===== config.mk =====
export PLATFORM = sky130hd
export DESIGN_NAME = positional_ordered_list
export DESIGN_NICKNAME = d
export VERILOG_FILES = /design/src/hw/rtl/pol_pkg.sv /design/src/hw/rtl/pol_cell.sv /design/src/hw/rtl/positional_ordered_list.sv
export VERILOG_INCLUDE_DIRS = /design/src /design/src/hw/rtl
export SDC_FILE = /design/constraint.sdc
export NUM_CORES = 2
export LEC_CHECK = 0
export ABC_AREA = 0
export CAP_MARGIN = 40
export CORE_MARGIN = 2
export CORE_UTILIZATION = 60
export CTS_BUF_LIST = sky130_fd_sc_hd__clkbuf_4 sky130_fd_sc_hd__clkbuf_8
export DETAILED_ROUTE_END_ITERATION = 6
export DONT_BUFFER_PORTS = 1
export PLACE_DENSITY_LB_ADDON = 0.25
export SLEW_MARGIN = 10
export SYNTH_ARGS = -nofsm -noshare
export SYNTH_HDL_FRONTEND = slang
export SYNTH_HIERARCHICAL = 1
export SYNTH_SLANG_ARGS = --single-unit

===== constraint.sdc =====
create_clock -name clk -period 19.35 [get_ports clk]
set_clock_uncertainty 0.2 [all_clocks]
set_input_delay 2.9025 -clock clk [delete_from_list [all_inputs] [get_ports clk]]
set_output_delay 2.9025 -clock clk [all_outputs]
set_load 0.1 [all_outputs]

===== src/hw/rtl/positional_ordered_list_defines.svh =====
// Assertion macros for the positional ordered list.
// Used by the top level; relies on a clock named clk and a reset named rst.
`ifndef POSITIONAL_ORDERED_LIST_DEFINES_SVH
`define POSITIONAL_ORDERED_LIST_DEFINES_SVH

// Same-cycle implication, switched off during reset.
`define POL_ASSERT_NOW(label, ante, cons, msg) \
  label: assert property (@(posedge clk) disable iff (rst) (ante) |-> (cons)) \
    else $error(msg);

// Next-cycle implication, switched off during reset.
`define POL_ASSERT_NEXT(label, ante, cons, msg) \
  label: assert property (@(posedge clk) disable iff (rst) (ante) |=> (cons)) \
    else $error(msg);

`endif


===== src/hw/rtl/pol_pkg.sv =====
// Shared types and constants for the positional ordered list.
// Used by pol_cell and positional_ordered_list; depends on nothing.
package pol_pkg;

  // Sizing of the list and of the beat fields.
  localparam int CAPACITY = 32;
  localparam int IDX_W    = $clog2(CAPACITY);
  localparam int CNT_W    = $clog2(CAPACITY + 1);
  localparam int POS_W    = 6;
  localparam int VAL_W    = 32;
  localparam int CMP_W    = ((CNT_W > POS_W) ? CNT_W : POS_W) + 1;

  // Request kinds.
  typedef enum logic [1:0] {
    OP_INSERT = 2'd0,
    OP_DELETE = 2'd1,
    OP_DUMP   = 2'd2,
    OP_NONE   = 2'd3
  } op_t;

  // Result status codes.
  typedef enum logic [1:0] {
    STATUS_OK     = 2'd0,
    STATUS_BADPOS = 2'd1,
    STATUS_FULL   = 2'd2
  } status_t;

  // How every cell of the chain moves at a clock edge.
  typedef enum logic [1:0] {
    MODE_HOLD   = 2'd0,
    MODE_INSERT = 2'd1,
    MODE_DELETE = 2'd2,
    MODE_ROTATE = 2'd3
  } mode_t;

  // Request beat.
  typedef struct packed {
    op_t                     op;
    logic [POS_W-1:0]        position;
    logic signed [VAL_W-1:0] value;
  } req_t;

  // Result beat.
  typedef struct packed {
    status_t                 status;
    logic [5:0]              entry_count;
    logic                    has_value;
    logic signed [VAL_W-1:0] value_out;
    logic                    last;
  } res_t;

  // Control broadcast from the sequencer to every cell.
  typedef struct packed {
    mode_t                   mode;
    logic [IDX_W-1:0]        pos_idx;
    logic [IDX_W-1:0]        tail_idx;
    logic signed [VAL_W-1:0] value;
  } cell_ctrl_t;

endpackage


===== src/hw/rtl/pol_cell.sv =====
// One storage cell of the list chain: holds a single entry.
// Depends on pol_pkg for the control struct and widths.
module pol_cell (
  input  logic                            clk,
  input  logic [pol_pkg::IDX_W-1:0]       index,
  input  pol_pkg::cell_ctrl_t             ctrl,
  input  logic signed [pol_pkg::VAL_W-1:0] left,
  input  logic signed [pol_pkg::VAL_W-1:0] right,
  input  logic signed [pol_pkg::VAL_W-1:0] head,
  output logic signed [pol_pkg::VAL_W-1:0] data
);

  logic signed [pol_pkg::VAL_W-1:0] data_next;

  // Pick the new content from this cell, a neighbour, the list head or the broadcast value.
  always_comb begin
    data_next = data;
    unique case (ctrl.mode)
      pol_pkg::MODE_HOLD: begin
        data_next = data;
      end
      pol_pkg::MODE_INSERT: begin
        if (index == ctrl.pos_idx) begin
          data_next = ctrl.value;
        end else if (index > ctrl.pos_idx) begin
          data_next = left;
        end
      end
      pol_pkg::MODE_DELETE: begin
        if (index >= ctrl.pos_idx) begin
          data_next = right;
        end
      end
      pol_pkg::MODE_ROTATE: begin
        if (index == ctrl.tail_idx) begin
          data_next = head;
        end else if (index < ctrl.tail_idx) begin
          data_next = right;
        end
      end
    endcase
  end

  // Entry storage needs no reset: nothing reads it before it is written.
  always_ff @(posedge clk) begin
    data <= data_next;
  end

endmodule


===== src/hw/rtl/positional_ordered_list.sv =====
// Top level of the positional ordered list: sequencer plus the chain of cells.
// Depends on pol_pkg, pol_cell and positional_ordered_list_defines.svh.
//
// Usage: a request beat (insert, delete, dump) is taken at a rising edge where
// start is high and busy is low. Results leave on res, each valid for exactly
// one cycle while res_strobe is high; the receiver cannot stall them.
// Insert and delete shift the chain's cells in parallel at the accepting
// edge; the single result beat appears in the next cycle and busy stays low,
// so a new request may follow in the next cycle.
// A dump of a non-empty list rotates the chain through cell 0 once per cycle,
// giving one result beat per stored entry; busy drops as the final beat leaves,
// and the first beat is registered once the sequencer is in its dump state.
// An empty dump, and an unused request code, give one beat in the next cycle.
// Reset clears the entry count, the strobe and the sequencer; the cell
// contents are not cleared, as only written entries are ever read.
`include "positional_ordered_list_defines.svh"

module positional_ordered_list (
  input  logic          clk,
  input  logic          rst,
  input  logic          start,
  output logic          busy,
  input  pol_pkg::req_t req,
  output pol_pkg::res_t res,
  output logic          res_strobe
);

  typedef enum logic [1:0] {
    ST_IDLE = 2'b01,
    ST_DUMP = 2'b10
  } state_t;

  state_t                           state;
  logic [pol_pkg::CNT_W-1:0]        count;
  logic [pol_pkg::CNT_W-1:0]        dump_idx;
  pol_pkg::cell_ctrl_t              ctrl;
  logic signed [pol_pkg::VAL_W-1:0] cell_data [pol_pkg::CAPACITY];

  logic                      accept;
  logic [pol_pkg::CMP_W-1:0] pos_ext;
  logic [pol_pkg::CMP_W-1:0] cnt_ext;
  logic                      ins_bad;
  logic                      del_bad;
  logic                      is_full;
  logic                      dump_last;
  logic [pol_pkg::CNT_W-1:0] count_dec;

  assign busy      = (state == ST_DUMP);
  assign accept    = start && !busy;
  assign pos_ext   = pol_pkg::CMP_W'(req.position);
  assign cnt_ext   = pol_pkg::CMP_W'(count);
  assign ins_bad   = (req.position == '0) || (pos_ext > cnt_ext + pol_pkg::CMP_W'(1));
  assign del_bad   = (req.position == '0) || (pos_ext > cnt_ext);
  assign is_full   = (count == pol_pkg::CNT_W'(pol_pkg::CAPACITY));
  assign count_dec = count - pol_pkg::CNT_W'(1);
  assign dump_last = (dump_idx == count_dec);

  // Broadcast control to the chain.
  always_comb begin
    ctrl.mode     = pol_pkg::MODE_HOLD;
    ctrl.pos_idx  = pol_pkg::IDX_W'(pos_ext - pol_pkg::CMP_W'(1));
    ctrl.tail_idx = pol_pkg::IDX_W'(count_dec);
    ctrl.value    = req.value;
    if (busy) begin
      ctrl.mode = pol_pkg::MODE_ROTATE;
    end else if (accept) begin
      if (req.op == pol_pkg::OP_INSERT && !ins_bad && !is_full) begin
        ctrl.mode = pol_pkg::MODE_INSERT;
      end else if (req.op == pol_pkg::OP_DELETE && !del_bad) begin
        ctrl.mode = pol_pkg::MODE_DELETE;
      end
    end
  end

  // The chain of cells; each sees its neighbours and the head of the list.
  for (genvar i = 0; i < pol_pkg::CAPACITY; i++) begin : g_cell
    logic signed [pol_pkg::VAL_W-1:0] left_data;
    logic signed [pol_pkg::VAL_W-1:0] right_data;
    if (i == 0) begin : g_first
      assign left_data = req.value;
    end else begin : g_inner_l
      assign left_data = cell_data[i-1];
    end
    if (i == pol_pkg::CAPACITY - 1) begin : g_final
      assign right_data = cell_data[0];
    end else begin : g_inner_r
      assign right_data = cell_data[i+1];
    end
    pol_cell u_cell (
      .clk   (clk),
      .index (pol_pkg::IDX_W'(i)),
      .ctrl  (ctrl),
      .left  (left_data),
      .right (right_data),
      .head  (cell_data[0]),
      .data  (cell_data[i])
    );
  end

  // Sequencer, entry count and strobe.
  always_ff @(posedge clk) begin
    if (rst) begin
      state      <= ST_IDLE;
      count      <= '0;
      dump_idx   <= '0;
      res_strobe <= 1'b0;
    end else begin
      res_strobe <= 1'b0;
      unique case (state)
        ST_IDLE: begin
          if (accept) begin
            if (req.op == pol_pkg::OP_DUMP && count != '0) begin
              state    <= ST_DUMP;
              dump_idx <= '0;
            end else begin
              res_strobe <= 1'b1;
              if (ctrl.mode == pol_pkg::MODE_INSERT) begin
                count <= count + pol_pkg::CNT_W'(1);
              end else if (ctrl.mode == pol_pkg::MODE_DELETE) begin
                count <= count_dec;
              end
            end
          end
        end
        ST_DUMP: begin
          res_strobe <= 1'b1;
          dump_idx   <= dump_idx + pol_pkg::CNT_W'(1);
          if (dump_last) begin
            state <= ST_IDLE;
          end
        end
      endcase
    end
  end

  // Result beat payload.
  always_ff @(posedge clk) begin
    if (busy) begin
      res.status      <= pol_pkg::STATUS_OK;
      res.entry_count <= 6'(count);
      res.has_value   <= 1'b1;
      res.value_out   <= cell_data[0];
      res.last        <= dump_last;
    end else begin
      res.has_value <= 1'b0;
      res.value_out <= '0;
      res.last      <= 1'b1;
      res.status    <= pol_pkg::STATUS_OK;
      if (ctrl.mode == pol_pkg::MODE_INSERT) begin
        res.entry_count <= 6'(count + pol_pkg::CNT_W'(1));
      end else if (ctrl.mode == pol_pkg::MODE_DELETE) begin
        res.entry_count <= 6'(count_dec);
      end else begin
        res.entry_count <= 6'(count);
        if (req.op == pol_pkg::OP_INSERT) begin
          res.status <= ins_bad ? pol_pkg::STATUS_BADPOS : pol_pkg::STATUS_FULL;
        end else if (req.op == pol_pkg::OP_DELETE) begin
          res.status <= pol_pkg::STATUS_BADPOS;
        end
      end
    end
  end

  // Checks on the sequencer and the count.
  `POL_ASSERT_NOW(a_count_range, 1'b1, count <= pol_pkg::CNT_W'(pol_pkg::CAPACITY), "count above capacity")
  `POL_ASSERT_NEXT(a_single_beat, accept && req.op != pol_pkg::OP_DUMP, res_strobe && res.last, "single-beat request gave no final beat")
  `POL_ASSERT_NEXT(a_dump_count_held, busy, $stable(count), "count changed during a dump")
  `POL_ASSERT_NOW(a_dump_ends, res_strobe && res.has_value && res.last, !busy, "still busy after the final dump beat")

endmodule


# Word level (Yosys, flattened, before mapping)
# Index checks and enable logic that the tools add are counted.
# totals
reg_bits	1081
input_bits	43
output_inout_bits	44
# classes
add_sub_neg	5
n_lt_le_gt_ge	98
eq_ne	171
n_mux	212
n_bitwise	2
n_reduce_logical	53
# ops
op	n
two-way mux 32 bit	160
case mux 32 bit (3 select lines)	32
!= test 3 x 1 -> 1 bit, second input constant	63
== test 5 bit, first input constant	32
AND reduction 4 bit	31
== test 4 x 5 -> 1 bit, first input constant	16
>= comparator 5 bit, first input constant	16
> comparator 5 bit, first input constant	16
< comparator 5 bit, first input constant	16
!= test 2 x 1 -> 1 bit, second input constant	34
== test 3 x 5 -> 1 bit, first input constant	8
>= comparator 4 x 5 -> 1 bit, first input constant	8
> comparator 4 x 5 -> 1 bit, first input constant	8
< comparator 4 x 5 -> 1 bit, first input constant	8
two-way mux 40 bit	1
two-way mux 6 bit	4
== test 2 x 5 -> 1 bit, first input constant	4
>= comparator 3 x 5 -> 1 bit, first input constant	4
> comparator 3 x 5 -> 1 bit, first input constant	4
< comparator 3 x 5 -> 1 bit, first input constant	4
two-way mux 2 bit	9
adder 6 x 1 -> 6 bit, second input constant	2
case mux 6 bit (2 select lines)	1
== test 1 x 5 -> 1 bit, first input constant	2
other kinds (31)	58

# Longest topological paths before layout
# logic_depth
ltp_word	13
depth_mapped	16

# Cells and area by module
# Netlist, hierarchy kept.
# modules_own_cells
mod	n_inst	cells_each	area_per_inst_um2	seq_area_each_um2
pol_cell at g_cell[22].u_cell ...	18	221	2443.6	960.9
pol_cell at g_cell[0].u_cell ...	14	211	2195.9	960.9
positional_ordered_list	1	268	2613.8	1141.1

# Least setup slack after synthesis
# OpenSTA, ideal clock, no wires.
# synth_path
path_type	input port to flip-flop
from	input port req[32] in the netlist's numbering
to	register g_cell[0].u_cell/data[0] in the netlist's numbering, enable pin
arrival_time_ps	9414
setup_slack_ps	9270
cell_stages	9
n_path_buf	0
path_cell_list	inv_1 -> ha_1 -> nand3_1 -> o32a_1 -> o22ai_1 -> a41oi_1 -> inv_1 -> xnor2_1 -> o21ai_0
# synth_lines
item	line_no	text
start: declaration	positional_ordered_list.sv:23	input pol_pkg::req_t req,
end signal: assignment	pol_cell.sv:46	data <= data_next;
end: declaration	pol_cell.sv:10	output logic signed [pol_pkg::VAL_W-1:0] data

==> flow_metrics.env <==
export IMPL_status="finished with violations"
export IMPL_violations="design-rule violations"
export IMPL_postCtsSetupRepairBufs=0
export IMPL_max_freq_ghz=0.129
export IMPL_drtIter0Drc=7921
export IMPL_synth_top_cell_by_area="edfxtp_1"
export IMPL_drt_total_wl_microns=256000
export IMPL_cp_end_kind="register"
export IMPL_initial_core_util_pct=60.6
export IMPL_wl_per_cell_microns=28.1
export IMPL_grt_max_degree=239
export IMPL_regArea_sq_um=31900
export IMPL_portBuffers=0
export IMPL_core_area_sq_um=128000
export IMPL_clock_root_buffer="clkbuf_8"
export IMPL_ctsResizeCount=0
export IMPL_syn_area_sq_um=77300
export IMPL_ys_warnings_count=6
export IMPL_vias=62600
export IMPL_num_rows=131
export IMPL_yosys_area_share_adder_pct=5.50
export IMPL_clock_sinks=1081
export IMPL_synthMuxAreaShare_pct=13.3
export IMPL_insertion_delay_ns=0.99
export IMPL_grt_pass1_vias=62400
export IMPL_synth_seq_area_share_pct=41.2
export IMPL_stdcell_count=9136
export IMPL_fin_crit_ns=7.74
export IMPL_ys_async_sr_fraction_pct=0
export IMPL_drive_above_1_share_pct=16.3
export IMPL_place_inst=8789
export IMPL_ctsHoldBuffers=0
export IMPL_drc=54
export IMPL_yosys_area_share_simple_pct=13.8
export IMPL_fin_tns_setup_ns=0
export IMPL_vdd_drop_max_mv=0.0754
export IMPL_grt_setup_unrepaired="no"
export IMPL_die_height_microns=363
export IMPL_crit_required_ns=19.93
export IMPL_synth_seq_cells=1081
export IMPL_setup_violations=0
export IMPL_power_total_uw=6580
export IMPL_cpMostUsedCell="buf_4"
export IMPL_io_pins=87
export IMPL_track_usage_pct=38.1
export IMPL_max_cap_viol_count=0
export IMPL_hp_class="register to register"
export IMPL_synth_distinct_cells=59
export IMPL_drv_slew=0
export IMPL_synth_top_family_by_area="compound AO/OA/AOI/OAI gates"
export IMPL_cts_clk_slew_worst_paths_ns=0.06
export IMPL_slew_limit_headroom_pct=24.4
export IMPL_die_w_microns=363
export IMPL_multi_input_area_sq_um=39900
export IMPL_avgSynthCellArea_sq_um=10.7
export IMPL_p_leak_uw=0.0327
export IMPL_min_path_cells=2
export IMPL_fp_dieArea_sq_um=132000
export IMPL_synth_edf_count=1024
export IMPL_cp_arrival_ns=8.32
export IMPL_h_tree_depth=4
export IMPL_min_period_over_period_pct=40.0
export IMPL_fin_nets=7706
export IMPL_areaGrowthSynthToFinish_pct=7.92
export IMPL_fillCellCount=9792
export IMPL_dp_slack_ns=10.59
export IMPL_synthXorXnorAreaFrac_pct=0.691
export IMPL_hold_viol=0
export IMPL_overflow=0
export IMPL_yosys_top_cells_area="edfxtp_1, mux2i_1, a211oi_2, nor3_1, ha_1"
export IMPL_p_per_area_nw_per_um2=78.8
export IMPL_slowest_stage="a41o_4"
export IMPL_yosysTopAreaCellShare_pct=39.8
export IMPL_criticalPathCategory="input port to register"
export IMPL_crit_chain="inv_2 -> buf_4 -> ha_1 -> a21oi_1 -> a41o_4 -> buf_4 -> buf_16 -> buf_12 -> buf_4 -> buf_16 -> buf_12 -> nor3_1 -> a211oi_1"
export IMPL_clockBufferDepth=3
export IMPL_synth_top_flop_cell="edfxtp_1"
export IMPL_ant_nets=0
export IMPL_critPathMaxStageDelay_ns=0.72
export IMPL_hold_ws_ns=0.311
export IMPL_cts_tree="built"
export IMPL_cp_start_kind="input port"
export IMPL_postSynthCellCount=7200
export IMPL_first_pass_iters=7
export IMPL_reg2regPathDepth=14
export IMPL_worstPathMaxFanout=230
export IMPL_antenna_found_initial=7
export IMPL_cts_inserted_buffers=191
export IMPL_fin_ws_ns=11.61
export IMPL_grt_pass1_wl_microns=383000
export IMPL_synth_compound_area_share_pct=16.6
export IMPL_place_congestion=0.919
export IMPL_place_hpwl_microns=159000
export IMPL_worstMarginPinSlew_ns=1.13
export IMPL_vias_per_cell=6.85
## synthesized netlist by cell type, types with 35 or more instances
master,instances
nor2b_1,39
buf_6,86
xnor2_1,35
nor2_1,67
o21ai_0,69
dfxtp_1,57
inv_1,761
ha_1,340
clkbuf_1,231
nand3_1,40
buf_2,169
nor3_1,1174
a211oi_2,522
nand2_1,523
a211oi_1,121
buf_12,54
mux2i_1,1025
o221ai_1,448
edfxtp_1,1024
o211ai_1,50
## per-layer routing
layer / share of wire [%] / vias to the layer above / GRT usage, %
met5: 0.013 / - / 0
met4: 7.5 / 4 / 25.7
met3: 12 / 1025 / 9.73
met2: 44 / 4095 / 58.4
met1: 36 / 30100 / 47.4
li1: - / 27400 / -
## kinds of logic (layout without fill, tap and decap cells)
kind of cell               Yosys count  after routing
xor gates and xnor gates            61             61
AOI/OAI and AO/OA                 1304           1304
other                                2            289
muxes                             1025           1025
and+or+nand+nor                   2038           2038
buffers and inverters             1349           1336
adders and majority gates          340            340
DFF                               1081           1081
## path summary, 6_finish.rpt
path                                   from                    endpoint  slack, ns
worst max-delay path                req[32]  g_cell[25].u_cell/data[12]      11.61
worst min-delay path            dump_idx[5]                 dump_idx[5]       0.31
worst max register to register     count[3]  g_cell[25].u_cell/data[12]      12.74
worst min register to register  dump_idx[5]                 dump_idx[5]       0.31
## flip-flops by register name (all words and copies together) (netlist names)
| signal | count |
|---|---|
| g_cell.u_cell/data | 1024 |
| res | 42 |
| count | 6 |
| dump_idx | 6 |
| state | 2 |
| res_strobe | 1 |
## stage by stage
stage	cell area, sq um	util [%]
after floorplan	78400	-
after global placement	77900	61.0
after detailed placement	79500	62.3
after CTS	83400	65.3
after global routing	83500	65.4
final	83500	65.4
## power by group
| part | leakage, uW | internal, uW | switching [uW] |
|---|---|---|---|
| Combinational | 0.0209 | 527 | 924 |
| Clock | 0.00204 | 1150 | 1050 |
| Sequential | 0.00977 | 2810 | 119 |
## worst max-delay path: cells and delay by family
family / cells / cell delay, ns
buf+inv: 8 / 3.17
compound gates: 3 / 1.33
fa+ha+maj: 1 / 0.30
simple gates: 1 / 0.19
## cell type report
type	count	area share [%]
clock inverter	65	0.555
timing repair buffer	230	3.47
inverter	763	3.43
sequential	1081	38.2
antenna	1	0.00300
tap	1662	2.49
clock buffer	278	4.04
multi-input combinational	5056	47.8
## cells in the final DEF, fill, tap and decap left out, drive strengths merged, types with 16 or more instances in the layout
cell type  netlist  final
nor2b           39     39
dfxtp           57     57
xnor2           35     35
buf            341    230
nand2          555    555
edfxtp        1024   1024
a2111oi         19     19
a211oi         643    643
clkbuf         245    278
a211o           16     16
xor2            26     26
and2            32     32
nand2b          16     16
conb             2    288
o21ai           70     70
ha             340    340
nor2            85     85
a41oi           16     16
o221ai         448    448
and4            44     44
and3            21     21
nand4           23     23
clkinv           0     55
mux2i         1025   1025
nand3           40     40
o211ai          50     50
a21oi           25     25
nor3          1177   1177
inv            763    769
No activity file was read; power rests on OpenSTA's default activity.
